`config.mk`:
```
export PLATFORM = sky130hd
export DESIGN_NAME = argument_string_tokenizer_unit_flat
export DESIGN_NICKNAME = d
export VERILOG_FILES = /design/src/ast_pkg.sv /design/src/ast_in_if.sv /design/src/ast_out_if.sv /design/src/argument_string_tokenizer_unit.sv /design/src/ast_front.sv /design/src/ast_queue.sv /design/src/ast_back.sv /design/src/flat_wrapper.sv
export VERILOG_INCLUDE_DIRS = /design/src /design/src/src
export SDC_FILE = /design/constraint.sdc
export NUM_CORES = 1
export LEC_CHECK = 0
export BUFFER_PORTS_ARGS = -buffer_cell sky130_fd_sc_hd__buf_4
export CAP_MARGIN = 20
export CELL_PAD_IN_SITES_DETAIL_PLACEMENT = 1
export CELL_PAD_IN_SITES_GLOBAL_PLACEMENT = 2
export CORE_MARGIN = 3
export CORE_UTILIZATION = 42
export DETAILED_ROUTE_END_ITERATION = 8
export PLACE_DENSITY_LB_ADDON = 0.1
export SYNTH_ARGS = -nofsm -noshare
export SYNTH_HDL_FRONTEND = slang
export SYNTH_SLANG_ARGS = --single-unit
```
`constraint.sdc`:
```
create_clock -name clk -period 3.7 [get_ports clk]
set_input_delay 0.37 -clock clk [delete_from_list [all_inputs] [get_ports clk]]
set_output_delay 0.37 -clock clk [all_outputs]
set_load 0.03 [all_outputs]
```
`src/argument_string_tokenizer_unit_macros.svh`:
```
// assertion macros shared by the tokenizer rtl
// no dependencies; included by the modules that check their own logic
`ifndef ARGUMENT_STRING_TOKENIZER_UNIT_MACROS_SVH
`define ARGUMENT_STRING_TOKENIZER_UNIT_MACROS_SVH

// same-cycle implication, disabled while in reset
`define AST_ASSERT_IMPL(label, clk, rst_n, ante, cons, msg) \
  label: assert property (@(posedge clk) disable iff (!rst_n) (ante) |-> (cons)) \
    else $error(msg);

// next-cycle implication, disabled while in reset
`define AST_ASSERT_NEXT(label, clk, rst_n, ante, cons, msg) \
  label: assert property (@(posedge clk) disable iff (!rst_n) (ante) |=> (cons)) \
    else $error(msg);

`endif

```
`src/ast_pkg.sv`:
```
// types, codes and constants of the argument string tokenizer
// no dependencies; used by the top level, front end, queue and back end
`timescale 1ns / 1ps

package ast_pkg;

  // input operation codes
  localparam logic OP_CHAR = 1'b0;
  localparam logic OP_END  = 1'b1;

  // special bytes
  localparam logic [7:0] CH_DQUOTE = 8'h22;
  localparam logic [7:0] CH_SQUOTE = 8'h27;
  localparam logic [7:0] CH_BSLASH = 8'h5C;
  localparam logic [7:0] CH_SPACE  = 8'h20;
  localparam logic [7:0] CH_NUL    = 8'h00;
  localparam logic [7:0] CH_WS_LO  = 8'h09;
  localparam logic [7:0] CH_WS_HI  = 8'h0D;

  localparam logic [15:0] COUNT_MAX = 16'hFFFF;

  // default depth of the queue between front and back
  localparam int QUEUE_DEPTH = 4;

  typedef enum logic [1:0] {
    KIND_BYTE    = 2'd0,
    KIND_END_ARG = 2'd1,
    KIND_DONE    = 2'd2,
    KIND_BAD_ESC = 2'd3
  } kind_t;

  typedef enum logic [1:0] {
    QM_NONE   = 2'd0,
    QM_SINGLE = 2'd1,
    QM_DOUBLE = 2'd2
  } quote_t;

  // one result item
  typedef struct packed {
    kind_t       kind;
    logic [7:0]  ch;
    logic [15:0] idx;
  } res_t;

  // queue entry: one or two results caused by one input transfer
  typedef struct packed {
    logic two;
    res_t r0;
    res_t r1;
  } entry_t;

  function automatic logic is_ws(input logic [7:0] c);
    return (c == CH_SPACE) || ((c >= CH_WS_LO) && (c <= CH_WS_HI));
  endfunction

endpackage

```
`src/ast_in_if.sv`:
```
// input channel of the tokenizer: valid/ready with op and ch
// no dependencies
`timescale 1ns / 1ps

interface ast_in_if;
  logic       valid;
  logic       ready;
  logic       op;
  logic [7:0] ch;

  modport source (output valid, output op, output ch, input ready);
  modport sink   (input valid, input op, input ch, output ready);
endinterface

```
`src/ast_out_if.sv`:
```
// result channel of the tokenizer: valid/ready with kind, out_ch, arg_index
// no dependencies
`timescale 1ns / 1ps

interface ast_out_if;
  logic        valid;
  logic        ready;
  logic [1:0]  kind;
  logic [7:0]  out_ch;
  logic [15:0] arg_index;

  modport source (output valid, output kind, output out_ch, output arg_index, input ready);
  modport sink   (input valid, input kind, input out_ch, input arg_index, output ready);
endinterface

```
`src/argument_string_tokenizer_unit.sv`:
```
// channel     dir  payload                                    transfer when
// in_chan     in   op[0], ch[7:0]                             valid && ready
// out_chan    out  kind[1:0], out_ch[7:0], arg_index[15:0]    valid && ready
//
// one input byte is taken every cycle while the result side keeps up
// a transfer that causes two results holds the output register until both results are taken
// the first result of an input transfer passes through the queue and then the output register
// in ready drops only when the front-to-back queue (QueueDepth entries) is full
// reset is synchronous active low and clears state, queue and output
// top level of the tokenizer: front end, entry queue and back end
// depends on ast_pkg, ast_in_if, ast_out_if, ast_front, ast_queue, ast_back
`timescale 1ns / 1ps

module argument_string_tokenizer_unit #(
  parameter int QueueDepth = ast_pkg::QUEUE_DEPTH
) (
  input  logic       clk,
  input  logic       rst_n,
  ast_in_if.sink     in_chan,
  ast_out_if.source  out_chan
);

  logic            push;
  logic            q_full;
  logic            q_not_empty;
  logic            q_pop;
  ast_pkg::entry_t wr_entry;
  ast_pkg::entry_t rd_entry;

  // classify bytes and build entries
  ast_front u_front (
    .clk    (clk),
    .rst_n  (rst_n),
    .in_chan(in_chan),
    .q_full (q_full),
    .push   (push),
    .entry  (wr_entry)
  );

  // decoupling queue
  ast_queue #(
    .Depth(QueueDepth)
  ) u_queue (
    .clk      (clk),
    .rst_n    (rst_n),
    .push     (push),
    .wr_entry (wr_entry),
    .full     (q_full),
    .pop      (q_pop),
    .not_empty(q_not_empty),
    .rd_entry (rd_entry)
  );

  // deliver results one per transfer
  ast_back u_back (
    .clk     (clk),
    .rst_n   (rst_n),
    .q_valid (q_not_empty),
    .q_entry (rd_entry),
    .q_pop   (q_pop),
    .out_chan(out_chan)
  );

endmodule

```
`src/ast_front.sv`:
```
// front end: takes input transfers, tracks quoting state, builds queue entries
// depends on ast_pkg, ast_in_if and the assertion macro header
`timescale 1ns / 1ps
`include "argument_string_tokenizer_unit_macros.svh"

module ast_front (
  input  logic             clk,
  input  logic             rst_n,
  ast_in_if.sink           in_chan,
  input  logic             q_full,
  output logic             push,
  output ast_pkg::entry_t  entry
);

  ast_pkg::quote_t qm_r, qm_nxt;
  logic            esc_r, esc_nxt;
  logic            open_r, open_nxt;
  logic [15:0]     count_r, count_nxt;

  logic            accept;
  logic [1:0]      n_res;
  logic            in_quote;
  logic [7:0]      qch;
  logic [15:0]     count_inc;
  logic [7:0]      c;

  assign in_chan.ready = ~q_full;
  assign accept        = in_chan.valid & in_chan.ready;
  assign c             = in_chan.ch;
  assign count_inc     = (count_r == ast_pkg::COUNT_MAX) ? count_r : count_r + 16'd1;

  // closing quote byte of the current span
  always_comb begin
    unique case (qm_r)
      ast_pkg::QM_SINGLE: begin
        in_quote = 1'b1;
        qch      = ast_pkg::CH_SQUOTE;
      end
      ast_pkg::QM_DOUBLE: begin
        in_quote = 1'b1;
        qch      = ast_pkg::CH_DQUOTE;
      end
      default: begin
        in_quote = 1'b0;
        qch      = ast_pkg::CH_NUL;
      end
    endcase
  end

  // classify the byte, form results and next state
  always_comb begin
    qm_nxt      = qm_r;
    esc_nxt     = esc_r;
    open_nxt    = open_r;
    count_nxt   = count_r;
    n_res       = 2'd0;
    entry.two   = 1'b0;
    entry.r0    = '{kind: ast_pkg::KIND_BYTE, ch: c, idx: count_r};
    entry.r1    = '{kind: ast_pkg::KIND_BYTE, ch: c, idx: count_r};
    if (accept) begin
      priority if (in_chan.op == ast_pkg::OP_END) begin
        n_res = 2'd1;
        if (esc_r) begin
          entry.r0 = '{kind: ast_pkg::KIND_BAD_ESC, ch: ast_pkg::CH_NUL, idx: count_r};
        end else if (open_r) begin
          n_res    = 2'd2;
          entry.r0 = '{kind: ast_pkg::KIND_END_ARG, ch: ast_pkg::CH_NUL, idx: count_r};
          entry.r1 = '{kind: ast_pkg::KIND_DONE, ch: ast_pkg::CH_NUL, idx: count_inc};
        end else begin
          entry.r0 = '{kind: ast_pkg::KIND_DONE, ch: ast_pkg::CH_NUL, idx: count_r};
        end
        qm_nxt    = ast_pkg::QM_NONE;
        esc_nxt   = 1'b0;
        open_nxt  = 1'b0;
        count_nxt = '0;
      end else if (c == ast_pkg::CH_NUL) begin
        // zero byte is dropped
        n_res = 2'd0;
      end else if (esc_r) begin
        esc_nxt  = 1'b0;
        open_nxt = 1'b1;
        if (in_quote && (c != qch)) begin
          n_res       = 2'd2;
          entry.r0.ch = ast_pkg::CH_BSLASH;
        end else begin
          n_res = 2'd1;
        end
      end else if (in_quote) begin
        priority if (c == qch) begin
          qm_nxt = ast_pkg::QM_NONE;
        end else if (c == ast_pkg::CH_BSLASH) begin
          esc_nxt = 1'b1;
        end else begin
          n_res    = 2'd1;
          open_nxt = 1'b1;
        end
      end else begin
        qm_nxt = ast_pkg::QM_NONE;
        priority if (ast_pkg::is_ws(c)) begin
          if (open_r) begin
            n_res     = 2'd1;
            entry.r0  = '{kind: ast_pkg::KIND_END_ARG, ch: ast_pkg::CH_NUL, idx: count_r};
            count_nxt = count_inc;
            open_nxt  = 1'b0;
          end
        end else if (c == ast_pkg::CH_SQUOTE) begin
          qm_nxt = ast_pkg::QM_SINGLE;
        end else if (c == ast_pkg::CH_DQUOTE) begin
          qm_nxt = ast_pkg::QM_DOUBLE;
        end else if (c == ast_pkg::CH_BSLASH) begin
          esc_nxt = 1'b1;
        end else begin
          n_res    = 2'd1;
          open_nxt = 1'b1;
        end
      end
    end
    entry.two = (n_res == 2'd2);
    push      = (n_res != 2'd0);
  end

  // tokenizer state
  always_ff @(posedge clk) begin
    if (!rst_n) begin
      qm_r    <= ast_pkg::QM_NONE;
      esc_r   <= 1'b0;
      open_r  <= 1'b0;
      count_r <= '0;
    end else begin
      qm_r    <= qm_nxt;
      esc_r   <= esc_nxt;
      open_r  <= open_nxt;
      count_r <= count_nxt;
    end
  end

  // end of string leaves the state fresh
  `AST_ASSERT_NEXT(a_end_clears, clk, rst_n, accept && (in_chan.op == ast_pkg::OP_END), (count_r == '0) && !esc_r && !open_r && (qm_r == ast_pkg::QM_NONE), "state not cleared after end of string")
  // saturated count stays put until the string ends
  `AST_ASSERT_NEXT(a_count_sat, clk, rst_n, (count_r == ast_pkg::COUNT_MAX) && !(accept && (in_chan.op == ast_pkg::OP_END)), count_r == ast_pkg::COUNT_MAX, "argument count left saturation")
  // a push never lands on a full queue
  `AST_ASSERT_IMPL(a_no_push_full, clk, rst_n, push, !q_full, "push while queue full")

endmodule

```
`src/ast_queue.sv`:
```
// short flip-flop queue of result entries between front and back
// depends on ast_pkg and the assertion macro header
`timescale 1ns / 1ps
`include "argument_string_tokenizer_unit_macros.svh"

module ast_queue #(
  parameter int Depth = ast_pkg::QUEUE_DEPTH
) (
  input  logic            clk,
  input  logic            rst_n,
  input  logic            push,
  input  ast_pkg::entry_t wr_entry,
  output logic            full,
  input  logic            pop,
  output logic            not_empty,
  output ast_pkg::entry_t rd_entry
);

  localparam int PtrW = (Depth > 1) ? $clog2(Depth) : 1;
  localparam int CntW = $clog2(Depth + 1);
  localparam logic [PtrW-1:0] LastPtr = PtrW'(Depth - 1);
  localparam logic [CntW-1:0] FullCnt = CntW'(Depth);

  ast_pkg::entry_t mem_r [Depth];
  logic [PtrW-1:0] wr_ptr_r, wr_ptr_nxt;
  logic [PtrW-1:0] rd_ptr_r, rd_ptr_nxt;
  logic [CntW-1:0] count_r, count_nxt;

  assign full      = (count_r == FullCnt);
  assign not_empty = (count_r != '0);
  assign rd_entry  = mem_r[rd_ptr_r];

  // pointer and occupancy update
  always_comb begin
    wr_ptr_nxt = wr_ptr_r;
    rd_ptr_nxt = rd_ptr_r;
    count_nxt  = count_r;
    if (push) begin
      wr_ptr_nxt = (wr_ptr_r == LastPtr) ? '0 : wr_ptr_r + 1'b1;
    end
    if (pop) begin
      rd_ptr_nxt = (rd_ptr_r == LastPtr) ? '0 : rd_ptr_r + 1'b1;
    end
    unique case ({push, pop})
      2'b10:   count_nxt = count_r + 1'b1;
      2'b01:   count_nxt = count_r - 1'b1;
      default: count_nxt = count_r;
    endcase
  end

  always_ff @(posedge clk) begin
    if (!rst_n) begin
      wr_ptr_r <= '0;
      rd_ptr_r <= '0;
      count_r  <= '0;
    end else begin
      wr_ptr_r <= wr_ptr_nxt;
      rd_ptr_r <= rd_ptr_nxt;
      count_r  <= count_nxt;
    end
  end

  // entry storage
  always_ff @(posedge clk) begin
    if (push) begin
      mem_r[wr_ptr_r] <= wr_entry;
    end
  end

  `AST_ASSERT_IMPL(a_no_pop_empty, clk, rst_n, pop, not_empty, "pop from empty queue")
  `AST_ASSERT_IMPL(a_count_bound, clk, rst_n, 1'b1, count_r <= FullCnt, "queue occupancy beyond depth")

endmodule

```
`src/ast_back.sv`:
```
// back end: unpacks queue entries into single results behind an output register
// depends on ast_pkg, ast_out_if and the assertion macro header
`timescale 1ns / 1ps
`include "argument_string_tokenizer_unit_macros.svh"

module ast_back (
  input  logic            clk,
  input  logic            rst_n,
  input  logic            q_valid,
  input  ast_pkg::entry_t q_entry,
  output logic            q_pop,
  ast_out_if.source       out_chan
);

  logic          out_valid_r, out_valid_nxt;
  ast_pkg::res_t out_r, out_nxt;
  logic          sec_valid_r, sec_valid_nxt;
  ast_pkg::res_t sec_r, sec_nxt;
  logic          slot_free;

  assign slot_free = ~out_valid_r | out_chan.ready;
  assign q_pop     = q_valid & slot_free & ~sec_valid_r;

  // load the output register from the second result or from the queue
  always_comb begin
    out_valid_nxt = out_valid_r;
    out_nxt       = out_r;
    sec_valid_nxt = sec_valid_r;
    sec_nxt       = sec_r;
    if (slot_free) begin
      priority if (sec_valid_r) begin
        out_valid_nxt = 1'b1;
        out_nxt       = sec_r;
        sec_valid_nxt = 1'b0;
      end else if (q_valid) begin
        out_valid_nxt = 1'b1;
        out_nxt       = q_entry.r0;
        sec_valid_nxt = q_entry.two;
        sec_nxt       = q_entry.r1;
      end else begin
        out_valid_nxt = 1'b0;
      end
    end
  end

  always_ff @(posedge clk) begin
    if (!rst_n) begin
      out_valid_r <= 1'b0;
      sec_valid_r <= 1'b0;
    end else begin
      out_valid_r <= out_valid_nxt;
      sec_valid_r <= sec_valid_nxt;
    end
  end

  // result payload
  always_ff @(posedge clk) begin
    out_r <= out_nxt;
    sec_r <= sec_nxt;
  end

  assign out_chan.valid     = out_valid_r;
  assign out_chan.kind      = out_r.kind;
  assign out_chan.out_ch    = out_r.ch;
  assign out_chan.arg_index = out_r.idx;

  // a pending second result always sits behind a shown first one
  `AST_ASSERT_IMPL(a_sec_behind_out, clk, rst_n, sec_valid_r, out_valid_r, "second result without first")
  // the second result goes out right after the first one is taken
  `AST_ASSERT_NEXT(a_sec_follows, clk, rst_n, sec_valid_r && out_chan.ready, out_valid_r && !sec_valid_r, "second result not forwarded")

endmodule
```
`src/flat_wrapper.sv`:
```
// flat-port wrapper written by rule: the top's interface ports become plain ports
module argument_string_tokenizer_unit_flat 
#(
  parameter int QueueDepth = ast_pkg::QUEUE_DEPTH
)
  (clk, rst_n, in_chan_valid, in_chan_op, in_chan_ch, in_chan_ready, out_chan_valid, out_chan_kind, out_chan_out_ch, out_chan_arg_index, out_chan_ready);
  ast_in_if in_chan_i ();
  ast_out_if out_chan_i ();
  input  logic clk;
  input  logic rst_n;
  input wire logic [$bits(in_chan_i.valid)-1:0] in_chan_valid;
  input wire logic [$bits(in_chan_i.op)-1:0] in_chan_op;
  input wire logic [$bits(in_chan_i.ch)-1:0] in_chan_ch;
  output wire logic [$bits(in_chan_i.ready)-1:0] in_chan_ready;
  output wire logic [$bits(out_chan_i.valid)-1:0] out_chan_valid;
  output wire logic [$bits(out_chan_i.kind)-1:0] out_chan_kind;
  output wire logic [$bits(out_chan_i.out_ch)-1:0] out_chan_out_ch;
  output wire logic [$bits(out_chan_i.arg_index)-1:0] out_chan_arg_index;
  input wire logic [$bits(out_chan_i.ready)-1:0] out_chan_ready;
  assign in_chan_i.valid = in_chan_valid;
  assign in_chan_i.op = in_chan_op;
  assign in_chan_i.ch = in_chan_ch;
  assign in_chan_ready = in_chan_i.ready;
  assign out_chan_valid = out_chan_i.valid;
  assign out_chan_kind = out_chan_i.kind;
  assign out_chan_out_ch = out_chan_i.out_ch;
  assign out_chan_arg_index = out_chan_i.arg_index;
  assign out_chan_i.ready = out_chan_ready;
  argument_string_tokenizer_unit #(.QueueDepth(QueueDepth)) u_core (.clk(clk), .rst_n(rst_n), .in_chan(in_chan_i), .out_chan(out_chan_i));
endmodule
```
Yosys cells after proc, flatten, opt, wreduce, memory -nomap -nowiden
Memory sizes are Yosys's and may differ from the RTL's. A register that Yosys moved wholly into a read port is not among the register bits.
Cells that the tools add are included.
{"block": "classes", "add_sub_neg": 5, "n_lt_le_gt_ge": 2, "n_eq_ne": 22, "mux": 77, "n_bitwise": 7, "n_reduce_logical": 17}
{"operator": "26-bit two-way mux", "count": 9}
{"operator": "16-bit two-way mux", "count": 8}
{"operator": "25-bit two-way mux", "count": 3}
{"operator": "52-bit two-way mux", "count": 1}
{"operator": "2-bit two-way mux", "count": 24}
{"operator": "1-bit two-way mux", "count": 28}
{"operator": "8-bit by 6-bit equality test with 1-bit output, second input constant", "count": 3}
{"operator": "16-bit by 1-bit adder with 16-bit output, second input constant", "count": 1}
{"operator": "16-bit equality test, second input constant", "count": 1}
{"operator": "8-bit two-way mux", "count": 2}
{"operator": "6-bit one-hot mux with 2 select lines", "count": 1}
{"operator": "2-bit equality test, second input constant", "count": 5}
{"operator": "5-bit inequality test, second input constant", "count": 2}
{"operator": "2-bit nonzero test", "count": 5}
{"operator": "8-bit by 7-bit equality test with 1-bit output, second input constant", "count": 1}
{"operator": "8-bit equality test", "count": 1}
{"operator": "8-bit by 4-bit >= comparator with 1-bit output, second input constant", "count": 1}
{"operator": "8-bit by 4-bit less-or-equal comparator with 1-bit output, second input constant", "count": 1}
{"operator": "8-bit zero test", "count": 1}
{"operator": "8-bit inequality test", "count": 1}
{"operator": "2-bit inequality test, second input constant", "count": 3}
{"operator": "3-bit one-hot mux with 2 select lines", "count": 1}
{"operator": "6-bit AND reduction", "count": 1}
{"operator": "5-bit AND reduction", "count": 1}
{"operator": "17 further kinds", "count": 25}
{"block": "word_totals", "regBits": 81, "mem_bits_rw": 212, "elab_cells": 146, "memories": 1}
{"memory": "u_core.u_queue.mem_r", "depth": 4, "word_bits": 53, "read_ports": 1, "rd_clocked_by_memory_dff": 1, "wr": 1, "line_no": "ast_queue.sv:24", "rtl": "ast_pkg::entry_t mem_r [Depth];"}

Logic depth before layout (Yosys ltp)
{"block": "depth", "word_depth": 13, "ltp_mapped": 14, "ltp_nobuf": 13}

By module
Synthesis repeated with hierarchy kept, for this count alone.
{"block": "hier_totals", "cells_unflattened": 677, "hier_area_um2": 12171.7}
{"mod": "ast_queue", "instances": 1, "cells_per_inst": 320, "area_per_inst_um2": 8167.8, "seq_area_each_um2": 6546.3}
{"mod": "ast_back", "instances": 1, "cells_per_inst": 93, "area_per_inst_um2": 2104.5, "seq_area_each_um2": 1601.5}
{"mod": "ast_front", "instances": 1, "cells_per_inst": 264, "area_per_inst_um2": 1899.3, "seq_area_each_um2": 400.4}

Worst setup path after synthesis
OpenSTA, ideal clock, no wires.
{"block": "synth_path", "path_kind": "reg-to-reg", "startpoint": "register u_core.u_front.qm_r[1]", "endpoint": "memory u_core.u_queue.mem_r[3][0] in the netlist's numbering, enable pin", "setup_ns": 0.415, "arrival_time_ns": 3.298, "slack_ns": -0.013, "stages_incl_launch_ff": 10, "n_path_buf": 1, "cell_sequence": "dfxtp_1 > inv_1 > ha_1 > or4b_1 > nor4_1 > or2_1 > buf_6 > mux2i_1 > a21oi_2 > and2_1"}
{"block": "synth_via", "elab_chain_len": 12}
{"item": "from (decl)", "line_no": "ast_front.sv:15", "rtl": "ast_pkg::quote_t qm_r, qm_nxt;"}
{"item": "from (signal assigned)", "line_no": "ast_front.sv:125", "rtl": "qm_r <= ast_pkg::QM_NONE;"}
{"item": "from (signal assigned)", "line_no": "ast_front.sv:130", "rtl": "qm_r <= qm_nxt;"}
{"item": "2-bit equality test or 2-bit by 1-bit equality test with 1-bit output (tied branches)", "line_no": "ast_front.sv:34", "rtl": "unique case (qm_r)"}
{"item": "6-bit one-hot mux with 2 select lines or 2-bit OR reduction (tied branches)"}
{"item": "8-bit equality test (tied with other cells)", "line_no": "ast_front.sv:89", "rtl": "priority if (c == qch) begin"}
{"item": "1-bit two-way mux or 1-bit logical AND (tied branches)", "line_no": "ast_front.sv:89, ast_front.sv:82"}
{"item": "2-bit two-way mux (on tied branches)", "line_no": "ast_front.sv:88, ast_front.sv:82"}
{"item": "2-bit two-way mux (*)", "line_no": "ast_front.sv:79", "rtl": "end else if (esc_r) begin"}
{"item": "2-bit two-way mux (*)", "line_no": "ast_front.sv:76", "rtl": "end else if (c == ast_pkg::CH_NUL) begin"}
{"item": "2-bit two-way mux (*)", "line_no": "ast_front.sv:61", "rtl": "priority if (in_chan.op == ast_pkg::OP_END) begin"}
{"item": "2-bit two-way mux (*)", "line_no": "ast_front.sv:60", "rtl": "if (accept) begin"}
{"item": "2-bit nonzero test (*)", "line_no": "ast_front.sv:119", "rtl": "push = (n_res != 2'd0);"}
{"item": "1-bit two-way mux (*)", "line_no": "ast_queue.sv:65", "rtl": "if (push) begin"}
{"item": "1-bit two-way mux (implied by the code) (*)", "line_no": "ast_queue.sv:66", "rtl": "mem_r[wr_ptr_r] <= wr_entry;"}
{"item": "to (decl)", "line_no": "ast_queue.sv:24"}
Every way passes the cells marked *; elsewhere a longest branch is shown, timed or not.

Final worst setup path
{"block": "layout_path", "startpoint": "register u_core.u_front.qm_r[1]", "endpoint": "register u_core.u_queue.count_r[2]"}
{"block": "layout_via", "elab_chain_len": 12}
{"item": "2-bit equality test or 2-bit by 1-bit equality test with 1-bit output (tied branches)", "line_no": "ast_front.sv:34"}
{"item": "6-bit one-hot mux with 2 select lines or 2-bit OR reduction (tied branches)"}
{"item": "8-bit equality test (tied with other cells)", "line_no": "ast_front.sv:89"}
{"item": "1-bit two-way mux or 1-bit logical AND (tied branches)", "line_no": "ast_front.sv:89, ast_front.sv:82"}
{"item": "2-bit two-way mux (on tied branches)", "line_no": "ast_front.sv:88, ast_front.sv:82"}
{"item": "2-bit two-way mux (*)", "line_no": "ast_front.sv:79"}
{"item": "2-bit two-way mux (*)", "line_no": "ast_front.sv:76"}
{"item": "2-bit two-way mux (*)", "line_no": "ast_front.sv:61"}
{"item": "2-bit two-way mux (*)", "line_no": "ast_front.sv:60"}
{"item": "2-bit nonzero test (*)", "line_no": "ast_front.sv:119"}
{"item": "2-bit by 1-bit equality test with 1-bit output or 2-bit equality test (tied branches)", "line_no": "ast_queue.sv:44", "rtl": "unique case ({push, pop})"}
{"item": "3-bit one-hot mux with 2 select lines or 2-bit nonzero test (tied branches)"}
{"item": "to (signal assigned)", "line_no": "ast_queue.sv:59", "rtl": "count_r <= count_nxt;"}
{"item": "to (decl)", "line_no": "ast_queue.sv:27", "rtl": "logic [CntW-1:0] count_r, count_nxt;"}
Marks and branches as above.
A chain may end at the register's enable or synchronous reset.

==> metrics.md <==
| Metric | Value |
|---|---|
| Status | completed |
| Synth cell count leaders | edfxtp_1 (259), mux4_2 (52), nand2_1 (34) |
| # resized after CTS | 0 |
| Post-route cell area | ~0.013 mm2 |
| Routed Antenna Nets | 0 |
| Number of synthesized register bits | 290 |
| CTS Buf Count | 30 |
| Input/output buffers | 40 |
| CTS tree | built |
| First-pass DRT Iterations | 4 |
| Most frequent cell after synthesis | edfxtp_1 |
| Total power | about 9.9 mW |
| Root Driver | clkbuf_16 |
| Sequential cell area | roughly 0.0084 mm2 |
| Antenna violations before repair | 0 |
| Largest net degree at the start of global routing | 53 |
| VDD IR-drop max | between 400 and 500 uV |
| Register area share after synthesis | around 72% |
| Post-synth EDFFs | approximately 260 |
| First-pass GRT wire length | 38720 um |
| Antenna cells | 0 |
| CTS Sinks | 290 |
| Ports | 41 |
| R2R setup slack | about 0.26 ns |
| Vias/cell | about 5.6 |
| Ranking of synthesized cells by area | edfxtp_1 (67%), mux4_2 (10%), dfxtp_1 (5.3%) |
| P per Cell Area | approximately 740 mW/mm2 |
| Worst slew pin tran | between 0.7 and 0.8 ns |
| Post-synth top flop | edfxtp_1 |
| Setup ws final | approximately 0.26 ns |
| Layout area overhead | 15.57% |
| DR DRC count | 0 |
| WP data required | between 4 and 5 ns |
| Max-slew headroom | about 51% |
| Synth Net Count | slightly below 700 |
| WHS Path Cells | 3 |
| CP startpoint kind | flip-flop |
| Setup Fix Bufs, Post-CTS | 0 |
| Worst Hold Endpoint | u_core.u_front.count_r[12] |
| Clock buffer depth | 3 |
| Hold-fix buffers, CTS | 0 |
| Met3 usage | 2.286% |
| Worst-path clk slew | 0.06 ns |
| Pre-CTS setup slack | 0.2752 ns |
| WL/cell | about 23 um |
| Yosys warning count | 0 |
| Hpwl dp | between 10000 and 15000 um |
| Min-delay src | rst_n |
| Mapped Area | roughly 0.012 mm2 |
| DIE AREA | 0.02966 mm2 |
| M1 GR Usage | approximately 24% |
| Max H-tree Level | 1 |
| DRT Wirelength | 24950 um |
| FFs w/ async S/R, synth | 0% |
| Worst hold-check path type | in -> reg |
| Initial Utilization | 42.94% |
| Die height | 172.2 um |
| WS Path Type | reg -> reg |
| Area occupied by multi-input gates | just over 0.003 mm2 |
| Cell row count | 60 |
| Setup_tns | 0 ns |
| DIE WIDTH | between 150 and 200 um |
| Fin nets | roughly 740 |
| Met2 Track Usage GR | between 20% and 30% |
| Hold Fails Final Rpt | 0 |
| GR Overflow Total | 0 |
| GRT Total Usage | 17.15% |
| Worst Path Arrival | 3.90 ns |
| Endpoints failing setup | 0 |
| Top cell type's share of synthesized area | roughly two thirds |
| Most used routing layer | met2 |
| Largest area contributor in the netlist | edfxtp_1 |
| Leakage power total | roughly 4.5 nW |
| DRT iter0 DRCs | 422 |
| Layout Utilization | between 40% and 50% |
| Netlist cell types | 58 |
| Final Skew | around 0.017 ns |
| Max-Cap Viols | 0 |
| RSZ-0062 raised after global routing | no |
| CP max FO | 7 |
| Worst setup EP type | flip-flop |
| Placed cell area | 0.01243 mm2 |
| Syn Inst Count | 660 |
| R2R Path Start | u_core.u_front.qm_r[1] |
| FMAX | 290.3 MHz |
| Vias in the first global route | approximately 6600 |
| Fin crit share | 93.09% |
| Fill cells | 2521 |
| Core box area | approximately 0.027 mm2 |
| Syn avg cell area | 17.58 um2 |
| Clock Latency Late Sink | 0.54 ns |
| R2R depth | 13 |
| Fin crit period | roughly 3.4 ns |
| Final Max Tran Viols | 0 |
| Crit Reg-Reg Endpoint | u_core.u_queue.count_r[2] |
| Ratio of cells with drive above 1 in the final layout | between 20% and 30% |
| GP Congestion | 0.8271 |
| Vias | between 6000 and 7000 |
==> final cells by class <==
| class | instances | area share [%] |
|---|---|---|
| timing repair buffer | 54 | 3.582 |
| multi-input combinational | 332 | 22.88 |
| inverter | 13 | 0.3638 |
| tap | 341 | 3.181 |
| clock inverter | 9 | 0.7277 |
| clock buffer | 47 | 6.605 |
| sequential | 290 | 62.66 |
==> state kept, by name, indices dropped and copies added, names as in the netlist, 2 cells and up, named ones only <==
| signal | cells |
|---|---|
| u_core.u_back.out_chan.out_ch | 8 |
| u_core.u_back.out_chan.arg_index | 16 |
| u_core.u_back.sec_r | 25 |
| u_core.u_front.qm_r | 2 |
| u_core.u_queue.wr_ptr_r | 2 |
| u_core.u_back.out_chan.kind | 2 |
| u_core.u_queue.rd_ptr_r | 2 |
| u_core.u_queue.mem_r | 208 |
| u_core.u_front.count_r | 16 |
| u_core.u_queue.count_r | 3 |
==> routing by layer <==
layer | vias to the layer above | share of wire [%]
met5 | - | 0
met4 | 0 | 1.0
met3 | 22 | 3.3
met2 | 94 | 49
met1 | 3176 | 46
li1 | 2748 | -
==> how the worst max path moves through the flow <==
stage	from	to	slack, ns	cells past startpoint
after floorplan	u_core.u_front.qm_r[1]	u_core.u_queue.count_r[2]	0.37	14
after global placement	u_core.u_front.qm_r[1]	u_core.u_queue.count_r[2]	0.34	13
after detailed placement	u_core.u_front.qm_r[1]	u_core.u_queue.count_r[2]	0.28	13
after CTS	u_core.u_front.qm_r[1]	u_core.u_queue.count_r[2]	0.25	13
after global routing	u_core.u_front.qm_r[1]	u_core.u_queue.count_r[2]	0.002	13
final	u_core.u_front.qm_r[1]	u_core.u_queue.count_r[2]	0.26	13
==> per-stage QoR <==
stage,hold WS [ns],instances
final,0.1916,1086
after global routing,0.2059,1086
after CTS,0.1744,1086
after detailed placement,0.4599,1030
after global placement,0.4484,1030
after floorplan,0.4347,660
==> cell families after synthesis <==
kind of cell | share of synthesized area [%]
buffers and inverters | 1.337
DFF | 72.37
xor gates and xnor gates | 0.9811
and+or+nand+nor | 6.879
AOI/OAI and AO/OA | 4.108
muxes | 13.29
adders and majority gates | 1.035
==> critical path, stage by stage, from the launching register on <==
cell and delay [ns]:
dfxtp_1 0.33, inv_1 0.04, ha_1 0.38, or4b_1 0.46, nor4_1 0.32, or2_1 0.22
mux2i_1 0.10, a21oi_2 0.19, inv_1 0.06, ha_1 0.23, fa_1 0.46, xnor2_1 0.15
or3_1 0.30, a21oi_1 0.14
==> power breakdown <==
| group | internal (mW) | leakage (nW) | total (mW) | switching (mW) |
|---|---|---|---|---|
| clock network | 1.77 | 0.476 | 2.94 | 1.17 |
| registers | 4.37 | 2.70 | 4.66 | 0.292 |
| logic | 1.05 | 1.28 | 2.33 | 1.28 |
| total | 7.19 | 4.45 | 9.94 | 2.74 |
==> placed cells by master (no fill, tap or decap), types with 7 or more instances in the layout <==
cell / Yosys / routed
a21oi_1: 17 / 17
a31oi_1: 7 / 7
and2_1: 17 / 13
buf_4: 0 / 48
clkbuf_1: 17 / 11
clkbuf_16: 0 / 31
dfxtp_1: 31 / 29
edfxtp_1: 259 / 259
ha_1: 8 / 8
inv_1: 12 / 12
mux2_2: 25 / 25
mux2i_1: 9 / 9
mux4_2: 52 / 52
nand2_1: 34 / 34
nand3_1: 13 / 13
nor2_1: 33 / 32
nor2b_1: 7 / 7
nor3_1: 10 / 9
o21ai_0: 12 / 12
o21ai_1: 8 / 8
or3_1: 7 / 7
xnor2_1: 8 / 8
Power figures use the tool's default switching activity.
